File: src/hdl/lrsm_pkg.sv
// Shared types and constants for the longest reversed segment match block.
// Used by lrsm_cell and longest_reversed_segment_match; depends on nothing.

package lrsm_pkg;

  localparam int unsigned DATA_W  = 16;
  localparam int unsigned LEN_W   = 11;
  localparam int unsigned TDATA_W = 16;

  typedef struct packed {
    logic clear;
    logic shift;
    logic sweep;
    logic reduce;
  } cell_ctrl_t;

endpackage

File: src/hdl/lrsm_cell.sv
// One cell of the match row: holds one stored element, the run length of the
// diagonal passing through it and the best run seen. Depends on lrsm_pkg.

module lrsm_cell #(
  parameter int unsigned RUN_W = 11
) (
  input  logic                             clk,
  input  logic                             rst_n,
  input  lrsm_pkg::cell_ctrl_t             ctrl,
  input  logic [lrsm_pkg::DATA_W-1:0]      bcast,
  input  logic [lrsm_pkg::DATA_W-1:0]      data_in,
  input  logic                             vld_in,
  input  logic [RUN_W-1:0]                 run_in,
  input  logic [RUN_W-1:0]                 best_in,
  output logic [lrsm_pkg::DATA_W-1:0]      data_o,
  output logic                             vld_o,
  output logic [RUN_W-1:0]                 run_o,
  output logic [RUN_W-1:0]                 best_o
);

  logic [lrsm_pkg::DATA_W-1:0] data_r;
  logic                        vld_r;
  logic [RUN_W-1:0]            run_r;
  logic [RUN_W-1:0]            best_r;
  logic [RUN_W-1:0]            run_nxt;
  logic [RUN_W-1:0]            best_nxt;
  logic [RUN_W-1:0]            cand;

  // A match extends the run handed over by the left neighbor on the same diagonal.
  always_comb begin
    if (vld_r && (data_r == bcast)) begin
      cand = run_in + RUN_W'(1);
    end else begin
      cand = '0;
    end
  end

  always_comb begin
    run_nxt  = run_r;
    best_nxt = best_r;
    priority if (ctrl.clear) begin
      run_nxt  = '0;
      best_nxt = '0;
    end else if (ctrl.sweep) begin
      run_nxt  = cand;
      best_nxt = (cand > best_r) ? cand : best_r;
    end else if (ctrl.reduce) begin
      best_nxt = (best_in > best_r) ? best_in : best_r;
    end else begin
      run_nxt  = run_r;
    end
  end

  always_ff @(posedge clk) begin
    if (!rst_n) begin
      vld_r  <= 1'b0;
      run_r  <= '0;
      best_r <= '0;
    end else begin
      run_r  <= run_nxt;
      best_r <= best_nxt;
      if (ctrl.clear) begin
        vld_r <= 1'b0;
      end else if (ctrl.shift) begin
        vld_r <= vld_in;
      end
    end
  end

  always_ff @(posedge clk) begin
    if (ctrl.shift) begin
      data_r <= data_in;
    end
  end

  assign data_o = data_r;
  assign vld_o  = vld_r;
  assign run_o  = run_r;
  assign best_o = best_r;

endmodule

File: config.mk
export PLATFORM = sky130hd
export DESIGN_NAME = lrsm_cell
export DESIGN_NICKNAME = d
export VERILOG_FILES = /design/src/hdl/lrsm_pkg.sv /design/src/hdl/lrsm_cell.sv
export SDC_FILE = /design/constraint.sdc
export NUM_CORES = 1
export LEC_CHECK = 0
export BUFFER_PORTS_ARGS = -buffer_cell sky130_fd_sc_hd__buf_2
export CELL_PAD_IN_SITES_DETAIL_PLACEMENT = 0
export CELL_PAD_IN_SITES_GLOBAL_PLACEMENT = 2
export CORE_ASPECT_RATIO = 1.2
export CORE_MARGIN = 3
export CORE_UTILIZATION = 25
export DETAILED_ROUTE_END_ITERATION = 6
export GPL_TIMING_DRIVEN = 0
export PLACE_DENSITY_LB_ADDON = 0.1
export SLEW_MARGIN = 30
export SYNTH_ARGS = -nofsm -noshare
export SYNTH_HDL_FRONTEND = slang
export SYNTH_SLANG_ARGS = --single-unit
export TNS_END_PERCENT = 100
File: constraint.sdc
create_clock -name clk -period 2.75 [get_ports clk]
set_input_delay 0.55 -clock clk [delete_from_list [all_inputs] [get_ports clk]]
set_output_delay 0.55 -clock clk [all_outputs]
set_load 0.02 [all_outputs]
* Yosys cells after proc, flatten, opt, wreduce, memory -nomap -nowiden
Index checks and enable logic that the tools add are counted.
** Word-level totals
- Flip-flop bits (word level) :: 39
- Input bits :: 61
- Output and inout bits :: 39
- Logic and storage cells :: 20
** Operators by class
- Add/sub/neg operators :: 1
- Order comparisons :: 2
- Eq/ne operators :: 2
- Multiplexer cells :: 5
- Bitwise logic cells :: 1
- Reductions and logical operators :: 5
** Operators by type and width (count)
- 2-to-1 mux 11 bit :: 5
- greater-than comparator 11 bit :: 2
- == test 16 bit :: 1
- adder 11 x 1 -> 11 bit (second input constant) :: 1
- nonzero test 2 bit :: 2
- AND reduction 3 bit :: 1
- inequality test 2 x 1 -> 1 bit (second input constant) :: 1
- OR reduction 2 bit :: 1
- logical AND 1 bit :: 1
- NOT 1 bit :: 1

* Logic depth before layout (Yosys ltp)
Gate-level depths: netlist (run 1).
- Word-level depth :: 6
- Mapped depth :: 14
- Gate-level depth less buffers :: 13

* Worst setup path after synthesis (run 1)
OpenSTA, ideal clock, no wires.
- Path type :: input to register
- From :: input bcast[3] (netlist bit)
- To :: register best_r[1], in the netlist best_o[1]
- Library setup time :: 0.074 ns
- Arrival :: 2.866 ns
- Data required time :: 2.676 ns
- Path slack :: -0.190 ns
- Cell stages on the path :: 13
- Path buffers :: 1
- Path through :: xnor2_1 > nand4_1 > nor4_2 > nand2_1 > nor2_1 > ha_1 > a21oi_2 > o21ai_2 > a2111oi_4 > a21oi_2 > or2_4 > buf_6 > a31oi_1
** Between the ends
- Cells in the longest elaborated chain, start to end :: 6
- Elaborated cells between the ends (all ways) :: 8
- Classes of those cells :: 1 x order compare; 2 x eq/ne; 3 x mux; 2 x reduce/logical
** Ends and longest elaborated chain
- start: declaration :: line lrsm_cell.sv:10 : input logic [lrsm_pkg::DATA_W-1:0] bcast,
- == test 16 bit :: line lrsm_cell.sv:31 : if (vld_r && (data_r == bcast)) begin
- logical AND 1 bit :: line lrsm_cell.sv:31
- 2-to-1 mux 11 bit :: line lrsm_cell.sv:31
- named net cand[10] :: line lrsm_cell.sv:27 : logic [RUN_W-1:0] cand;
- greater-than comparator 11 bit :: line lrsm_cell.sv:46 : best_nxt = (cand > best_r) ? cand : best_r;
- inequality test 2 x 1 -> 1 bit (no source line)
- AND reduction 3 bit (no source line)
- end signal: assignment :: line lrsm_cell.sv:61 : best_r <= best_nxt;
- end: declaration :: line lrsm_cell.sv:24 : logic [RUN_W-1:0] best_r;
The timed path passes the listed nets, and every way through them passes these cells. The select of a mux whose other input is x is not followed.
A chain may end at the register's enable or synchronous reset.

* Worst setup path in the final report (run 1)
- From :: register data_r, in the netlist data_o[3]
- To :: register best_r[5], in the netlist best_o[5]
** Between the ends
- Cells in the longest elaborated chain, start to end :: 6
- Elaborated cells between the ends (all ways) :: 8
- Classes of those cells :: 1 x order compare; 2 x eq/ne; 3 x mux; 2 x reduce/logical
** Ends and longest elaborated chain
- start: declaration :: line lrsm_cell.sv:21 : logic [lrsm_pkg::DATA_W-1:0] data_r;
- start signal: assignment :: line lrsm_cell.sv:72 : data_r <= data_in;
- == test 16 bit :: line lrsm_cell.sv:31
- logical AND 1 bit :: line lrsm_cell.sv:31
- 2-to-1 mux 11 bit :: line lrsm_cell.sv:31
- named net cand[8] :: line lrsm_cell.sv:27
- greater-than comparator 11 bit :: line lrsm_cell.sv:46
- inequality test 2 x 1 -> 1 bit (no source line)
- AND reduction 3 bit (no source line)
The timed path passes the listed nets, and every way through them passes these cells. The select of a mux whose other input is x is not followed.

==> reports/metrics.yaml, run 1 <==
outcome:
  status: "finished with violations"
  violations: "setup timing"
floorplan:
  die_h_um: 114
  core_um2: 9220
  dieArea_um2: 10900
  start_util_pct: 26.1
  die_x_um: 95.6
  num_rows: 38
  ioPinCount: 100
timing:
  hold_viol_final: 0
  fin_crit_ns: 3.04
  slew_headroom_pct: 42.4
  drv_slew: 0
  skew_ns: 0.0102
  worstMarginPinSlew_ns: 0.864
  grt_setup_unrepaired: "true"
  fin_crit_sh_pct: 110
  max_freq_ghz: 0.329
  holdWs_ns: 0.422
  setup_ws_ns: -0.286
  finalSetupViolations: 11
worst_setup_path:
  path_depth: 14
  start_kind: "flop"
  worstReg2RegEnd: "best_o[5]"
  critPathRequiredTime_ns: 2.98
  critPathBufInv: 2
  crit_path_end_kind: "flop"
  crit_chain: "xnor2_1, nand4_1, nor4_4, buf_4, nand2_8, nor2_4, ha_4, a21oi_4, o21ai_2, a2111oi_4, a21oi_2, or2_4, buf_6, a31oi_4"
  max_stage_delay_ns: 0.40
  path_max_fanout: 10
  r2r_slack_ns: -0.29
  arrival_ns: 3.27
  crit_family: "simple AND/OR/NAND/NOR gates"
  r2r_cells: 14
  rr_startpoint: "data_o[3]"
  cp_slowest_cell: "edfxtp_1"
  critPathKind: "reg -> reg"
placed_design:
  place_congestion: 0.780
  io_buffers: 99
  hpwl_um: 5910
route:
  wl_per_cell_um: 15.7
  vias: 2203
  drcViolationCount: 0
  wirelength_um: 7420
  drtIter0Drc: 72
  dr.pass1.iters: 4
  vias_per_cell: 4.65
  drtAntennaViolNets: 0
clock_tree:
  cts_root_buffer: "clkbuf_8"
  postCtsHoldBufs: 0
  clock_path_buffers: 2
  clk-insertion-delay-late_ns: 0.30
  cts_tree: "built"
  numCtsBuffers: 5
  clk_pin_slew_worst_paths_ns: 0.09
  cts_sinks: 39
  cts-htree-levels: 2
logic_synthesis:
  ys_warn_count: 0
  syn_inst: 244
  synth.ff_latch_count: 39
  synth.area.top_cells: "edfxtp_1, dfxtp_1, ha_1"
  yosysSeqAreaShare_pct: 39.0
  netlist.area_leader.share_pct: 19.9
  synth_top_cell_by_area: "edfxtp_1"
  ys_types: 37
  netlist_area_um2: 2410
  synth_nets: 328
  syn_area_per_cell_um2: 9.88
pwr:
  powerDensity_nw_per_um2: 584
  ir_drop_mv: 0.203
  leakage_nw: 1.38
global_routing:
  grt_pass1_wl_um: 11100
  grt_max_degree: 18
  grtUsageTotal_pct: 13.6
  grt_pass1_vias: 2190
  globalRoute.totalOverflow: 0
  antenna_found_initial: 0
worst_hold_path:
  hold_path.startpoint: "data_in[14]"
  hold_path_class: "in -> reg"
  hold-path-cell-count: 1
  hold_end: "data_o[14]"
final_layout:
  layout_common_cells: "buf_2, nand2b_1, dfxtp_1"
  area_growth_pct: 41.0
  nets: 437
  layout_commonest_cell: "buf_2"
  drive_gt1_share_pct: 39.0
  final_util_pct: 36.8
  antenna_cells: 0
job:
  drv_cap: 0
## power breakdown
group | internal [mW] | switching, mW
sequential | 0.655 | 0.0446
clock | 0.363 | 0.227
combinational | 0.285 | 0.410
total | 1.30 | 0.681
## through the flow
stage               cell area (µm²)  setup TNS (ns)  total power, mW  setup slack, ns  std cells
finish                         3400           -2.86             1.98           -0.286        474
global route                   3400           -5.27             2.11           -0.496        474
CTS                            3220           -2.09             1.93           -0.203        473
detailed placement             3060           -5.81             1.31           -0.549        463
global placement               3060           -5.74             1.31           -0.534        463
floorplan                      2410               0             1.10          0.00373        244
## how the worst max path moves through the flow
stage	slack, ns	start	endpoint
after detailed placement	-0.55	bcast[9]	best_o[2]
after floorplan	0.004	bcast[14]	best_o[1]
after CTS	-0.20	data_o[4]	best_o[2]
after global routing	-0.50	data_o[3]	best_o[0]
after global placement	-0.53	bcast[9]	best_o[5]
final	-0.29	data_o[3]	best_o[5]
## registers in the layout, summed over array words and instances (netlist names)
name / cells
data_o: 16
run_o: 11
best_o: 11
vld_o: 1
## worst register-to-register path: stages, from the launching register on
cell	delay (ns)
edfxtp_1	0.40
xnor2_1	0.17
nand4_1	0.21
nor4_4	0.33
buf_4	0.19
nand2_8	0.08
nor2_4	0.13
ha_4	0.22
a21oi_4	0.16
o21ai_2	0.08
a2111oi_4	0.30
a21oi_2	0.13
or2_4	0.25
buf_6	0.16
a31oi_4	0.17
## final cells by class
cell class | instances | area (µm²)
fill | 991 | 5830
multi-input combinational | 184 | 1560
sequential | 39 | 941
timing repair buffer | 102 | 518
tap | 120 | 150
clock buffer | 6 | 72.6
clock inverter | 2 | 60.1
buffer | 9 | 48.8
inverter | 12 | 45.0
## synth_stat cells, drive strengths merged
cell type and instances:
and2 3, nand2 6, a311oi 1, clkbuf 6, a211oi 2, mux2i 1
nand3 6, nor2 14, nor3 3, buf 3, nand4 8, nand2b 25
o211ai 1, xnor2 18, inv 12, edfxtp 16, nor2b 2, and4 3
o21ai 4, and3 2, o311ai 1, o31ai 10, nor4 2, or2 1
a2111oi 1, xor2 7, o21a 1, dfxtp 23, nand3b 11, a21oi 17
o21bai 1, ha 23, a31oi 10
## routing by layer
| layer | vias up | wire, µm | GRT usage, % |
|---|---|---|---|
| li1 | 1103 | - | - |
| met1 | 1007 | 3000 | 15.7 |
| met2 | 78 | 3670 | 23.5 |
| met3 | 15 | 545 | 3.30 |
| met4 | 0 | 210 | 6.17 |
| met5 | - | 0 | 0 |
## logic make-up after synthesis
group           count (synthesis)  share of synthesized area [%]
mux                             1                          0.415
xor+xnor                       25                           9.09
flops                          39                           39.0
compound gates                 49                           14.4
simple gates                   86                           21.3
fa+ha+maj                      23                           11.9
buf+inv                        21                           3.79
## repair_timing
item                       CTS  global route
setup endpoints to repair   11            11
resized for setup            2            27
setup buffers                2             1
pin swaps                    2             8
Power figures use the tool's default switching activity.
==> inputs of run 2 (changes only) <==
==> constraint.sdc (replaced) <==
create_clock -name clk -period 2.75 [get_ports clk]
set_input_delay 0.275 -clock clk [delete_from_list [all_inputs] [get_ports clk]]
set_output_delay 0.275 -clock clk [all_outputs]
set_load 0.02 [all_outputs]
==> run 2 against run 1 <==
Compared with the run above: the run still ends with setup timing left; first-iteration DRC count shrank 38%; design area shrank 0.40%; final cell count shrank 0.21%; utilization shrank 0.15 points; highest routed layer unchanged.
==> reports/metrics.yaml, run 2 (same netlist as run 1, synthesis figures left out) <==
outcome:
  status: "finished with violations"
  violations: "setup timing"
timing:
  grt_setup_unrepaired: "true"
  max_freq_ghz: 0.333
  hold_viol_final: 0
  drv_slew: 0
  worstMarginPinSlew_ns: 0.702
  fin_crit_sh_pct: 109
  setup_ws_ns: -0.253
  finalSetupViolations: 11
  skew_ns: 0.00876
  holdWs_ns: 0.154
  slew_headroom_pct: 53.2
  fin_crit_ns: 3.00
final_layout:
  antenna_cells: 0
  layout_common_cells: "buf_2, nand2b_1, dfxtp_1"
  final_util_pct: 36.7
  design_area_um2: 3380
  n_fill_cell: 988
  area_growth_pct: 40.4
  nets: 436
  layout_commonest_cell: "buf_2"
  largest_reg_flops: 16
  drive_gt1_share_pct: 39.7
placed_design:
  place_ws_ns: -0.261
  placed_cell_area_um2: 3060
  hpwl_um: 5910
  place_congestion: 0.748
  io_buffers: 99
route:
  dr.pass1.iters: 4
  vias: 2173
  drtAntennaViolNets: 0
  wirelength_um: 7360
  vias_per_cell: 4.59
  drtIter0Drc: 45
  wl_per_cell_um: 15.5
  drcViolationCount: 0
worst_setup_path:
  critPathRequiredTime_ns: 2.97
  start_kind: "flop"
  critPathKind: "reg -> reg"
  path_max_fanout: 10
  crit_path_end_kind: "flop"
  arrival_ns: 3.22
  r2r_slack_ns: -0.25
floorplan:
  dieArea_um2: 10900
  num_rows: 38
  ioPinCount: 100
  die_x_um: 95.6
  die_h_um: 114
  start_util_pct: 26.1
  core_um2: 9220
global_routing:
  grt_pass1_wl_um: 10800
  grt_max_degree: 18
  globalRoute.totalOverflow: 0
  antenna_found_initial: 0
  grt_pass1_vias: 2125
  grtUsageTotal_pct: 13.3
job:
  drv_cap: 0
worst_hold_path:
  hold_path_class: "in -> reg"
clock_tree:
  cts-htree-levels: 2
  cts_root_buffer: "clkbuf_8"
  clock_path_buffers: 2
  clk-insertion-delay-late_ns: 0.29
  numCtsBuffers: 5
  cts_sinks: 39
  postCtsHoldBufs: 0
  cts_tree: "built"
  clk_pin_slew_worst_paths_ns: 0.08
pwr:
  powerDensity_nw_per_um2: 572
  ir_drop_mv: 0.230
  leakage_nw: 1.40
  total_power_mw: 1.94
## run 2: cell count changes in the layout (fill, tap and decap cells not counted), moves of 2 or more
| cell | delta |
|---|---|
| ha_4 | +2 |
| buf_6 | +2 |
| o31ai_4 | -2 |
| o31ai_1 | +3 |
| nor2_1 | -3 |
| buf_4 | -3 |
| ha_1 | -2 |
| nor2_2 | +2 |
| a31oi_4 | -2 |
## run 2: area by class of cell
cell class	count	area [µm²]	area share, %
buffer	9	52.6	1.55
clock buffer	6	72.6	2.14
clock inverter	2	60.1	1.77
inverter	12	45.0	1.33
multi-input combinational	184	1550	45.8
sequential	39	941	27.8
tap	120	150	4.44
timing repair buffer	101	514	15.2
## run 2: path summary, 6_finish.rpt
path               from   endpoint  depth (start not counted)
max reg2reg   data_o[7]  best_o[2]                         13
max           data_o[7]  best_o[2]                         13
min          data_in[9]  data_o[9]                          1
min reg2reg    run_o[1]   run_o[1]                          2
## run 2: critical path: stages (launching register included)
cell and delay [ns]:
edfxtp_1 0.40, xnor2_1 0.18, nand4_1 0.20, nor4_4 0.43, nand2_4 0.19, nor2_4 0.16
ha_4 0.22, a21oi_4 0.12, nor2_2 0.06, a2111oi_4 0.29, a21oi_2 0.13, or2_4 0.25
buf_6 0.15, a31oi_1 0.16
## run 2: stage by stage
stage,cells,TNS [ns]
3_5_place_dp,463,-2.76
3_3_place_gp,463,-2.74
6_report,473,-2.48
4_1_cts,473,-1.86
5_1_grt,473,-5.14
2_1_floorplan,244,0
## run 2: power by group
| group | switching [mW] | internal [mW] | total, mW | leakage (nW) |
|---|---|---|---|---|
| Clock | 0.213 | 0.363 | 0.576 | 0.0654 |
| Sequential | 0.0402 | 0.655 | 0.695 | 0.343 |
| Combinational | 0.386 | 0.279 | 0.666 | 0.991 |
| Total | 0.640 | 1.30 | 1.94 | 1.40 |
## run 2: layer usage
metal	part of all wire [%]	wire length (µm)	up-vias	global-route usage, %
met2	52	3860	72	23.8
met5	0	0	-	0
met3	7.2	532	8	2.64
li1	-	-	1105	-
met1	39	2860	988	15.5
met4	1.4	106	0	4.36
## run 2: what timing repair did
item,CTS,global route
setup buffers,2,0
pin swaps,2,11
hold endpoints to repair,0,0
setup endpoints to repair,11,11
gates resized for setup,2,30
==> inputs of run 3 (changes only) <==
--- a/config.mk
+++ b/config.mk
@@ -12,8 +12,10 @@
 export CORE_MARGIN = 3
 export CORE_UTILIZATION = 25
 export DETAILED_ROUTE_END_ITERATION = 6
+export GPL_ROUTABILITY_DRIVEN = 0
 export GPL_TIMING_DRIVEN = 0
 export PLACE_DENSITY_LB_ADDON = 0.1
+export RECOVER_POWER = 25
 export SLEW_MARGIN = 30
 export SYNTH_ARGS = -nofsm -noshare
 export SYNTH_HDL_FRONTEND = slang
==> run 3 against run 2 <==
Compared with the run above: the flow still finishes with violations (setup timing); power barely moved; global-route usage did not move; non-clock buffer count did not move; utilization barely moved; critical path depth did not move; clock power barely moved; largest power group unchanged.
==> reports/metrics.yaml, run 3 (same netlist as run 1, synthesis figures left out) <==
timing:
  drv_slew: 0
  worstMarginPinSlew_ns: 0.866
  setup-tns-final_ns: -2.48
  finalSetupViolations: 11
  skew_ns: 0.00876
  hold_viol_final: 0
  fin_crit_sh_pct: 109
  grt_setup_unrepaired: "true"
  max_freq_ghz: 0.333
  setup_ws_ns: -0.253
  fin_crit_ns: 3.00
  slew_headroom_pct: 42.2
  holdWs_ns: 0.154
final_layout:
  area_growth_pct: 40.4
  layout_commonest_cell: "buf_2"
  design_area_um2: 3380
  largest_reg_flops: 16
  layout_common_cells: "buf_2, nand2b_1, dfxtp_1"
  nets: 436
  antenna_cells: 0
  instances_no_fill: 473
  drive_gt1_share_pct: 39.4
route:
  dr.pass1.iters: 4
  drtAntennaViolNets: 0
  vias: 2173
  wl_per_cell_um: 15.5
  drtIter0Drc: 45
  drcViolationCount: 0
  vias_per_cell: 4.59
  wirelength_um: 7350
clock_tree:
  cts_sinks: 39
  numCtsBuffers: 5
  cts_tree: "built"
  clock_path_buffers: 2
  clk-insertion-delay-late_ns: 0.29
  cts_root_buffer: "clkbuf_8"
  clk_pin_slew_worst_paths_ns: 0.08
  cts-htree-levels: 2
pwr:
  total_power_mw: 1.94
  powerDensity_nw_per_um2: 572
  ir_drop_mv: 0.230
  leakage_nw: 1.40
outcome:
  violations: "setup timing"
  status: "finished with violations"
worst_setup_path:
  path_max_fanout: 10
  crit_family: "simple AND/OR/NAND/NOR gates"
  crit_chain: "xnor2_1, nand4_1, nor4_4, nand2_4, nor2_4, ha_4, a21oi_4, nor2_2, a2111oi_4, a21oi_2, or2_4, buf_6, a31oi_1"
  start_kind: "flop"
  r2r_slack_ns: -0.25
  critPathBufInv: 1
  worstReg2RegEnd: "best_o[2]"
  arrival_ns: 3.22
  r2r_cells: 13
  critPathRequiredTime_ns: 2.97
  critPathKind: "reg -> reg"
  crit_path_end_kind: "flop"
  rr_startpoint: "data_o[7]"
  cp_slowest_cell: "nor4_4"
  max_stage_delay_ns: 0.43
floorplan:
  die_x_um: 95.6
  ioPinCount: 100
  dieArea_um2: 10900
  start_util_pct: 26.1
  num_rows: 38
  core_um2: 9220
  die_h_um: 114
worst_hold_path:
  hold-path-cell-count: 1
  hold_end: "data_o[9]"
  hold_path_class: "in -> reg"
  hold_path.startpoint: "data_in[9]"
global_routing:
  antenna_found_initial: 0
  grtUsageTotal_pct: 13.3
  globalRoute.totalOverflow: 0
  grt_pass1_wl_um: 10800
  grt_max_degree: 18
  grt_pass1_vias: 2125
placed_design:
  placed_cell_area_um2: 3060
  io_buffers: 99
  hpwl_um: 5910
  dpl.cell_count: 463
job:
  drv_cap: 0
## run 3: worst max path at each step
stage,startpoint,end,slack (ns),cells past startpoint
after floorplan,data_o[14],best_o[1],0.004,13
after global placement,bcast[11],best_o[4],-0.27,14
after detailed placement,data_o[9],best_o[9],-0.26,13
after CTS,data_o[0],best_o[4],-0.18,13
after global routing,data_o[7],best_o[3],-0.49,13
final,data_o[7],best_o[2],-0.25,13
## run 3: layout make-up
type | instances | area [µm²]
fill | 989 | 5840
inverter | 12 | 45.0
sequential | 39 | 941
tap | 120 | 150
multi-input combinational | 184 | 1550
timing repair buffer | 101 | 513
clock inverter | 2 | 60.1
buffer | 9 | 52.6
clock buffer | 6 | 72.6
## run 3: routing by layer
| layer | GRT usage [%] | vias up | part of all wire [%] | routed length [µm] |
|---|---|---|---|---|
| li1 | - | 1105 | - | - |
| met1 | 15.5 | 988 | 39 | 2860 |
| met3 | 2.64 | 8 | 7.2 | 531 |
| met2 | 23.8 | 72 | 52 | 3860 |
| met4 | 4.36 | 0 | 1.4 | 106 |
| met5 | 0 | - | 0 | 0 |
## run 3: per-stage QoR
| stage | setup slack (ns) | util [%] |
|---|---|---|
| floorplan | 0.00402 | - |
| global route | -0.494 | 36.7 |
| global placement | -0.266 | 33.2 |
| finish | -0.253 | 36.7 |
| CTS | -0.181 | 34.9 |
| detailed placement | -0.261 | 33.2 |
## run 3: where the power goes
group	switching [mW]	internal (mW)
sequential	0.0402	0.655
combinational	0.386	0.279
clock	0.213	0.363
## run 3: repair_timing
action                                  CTS  global route
gates resized for setup                   2            30
hold buffers                              0             0
endpoints found under the setup margin   11            11
buffers inserted                          2             0
pin swaps                                 2            11
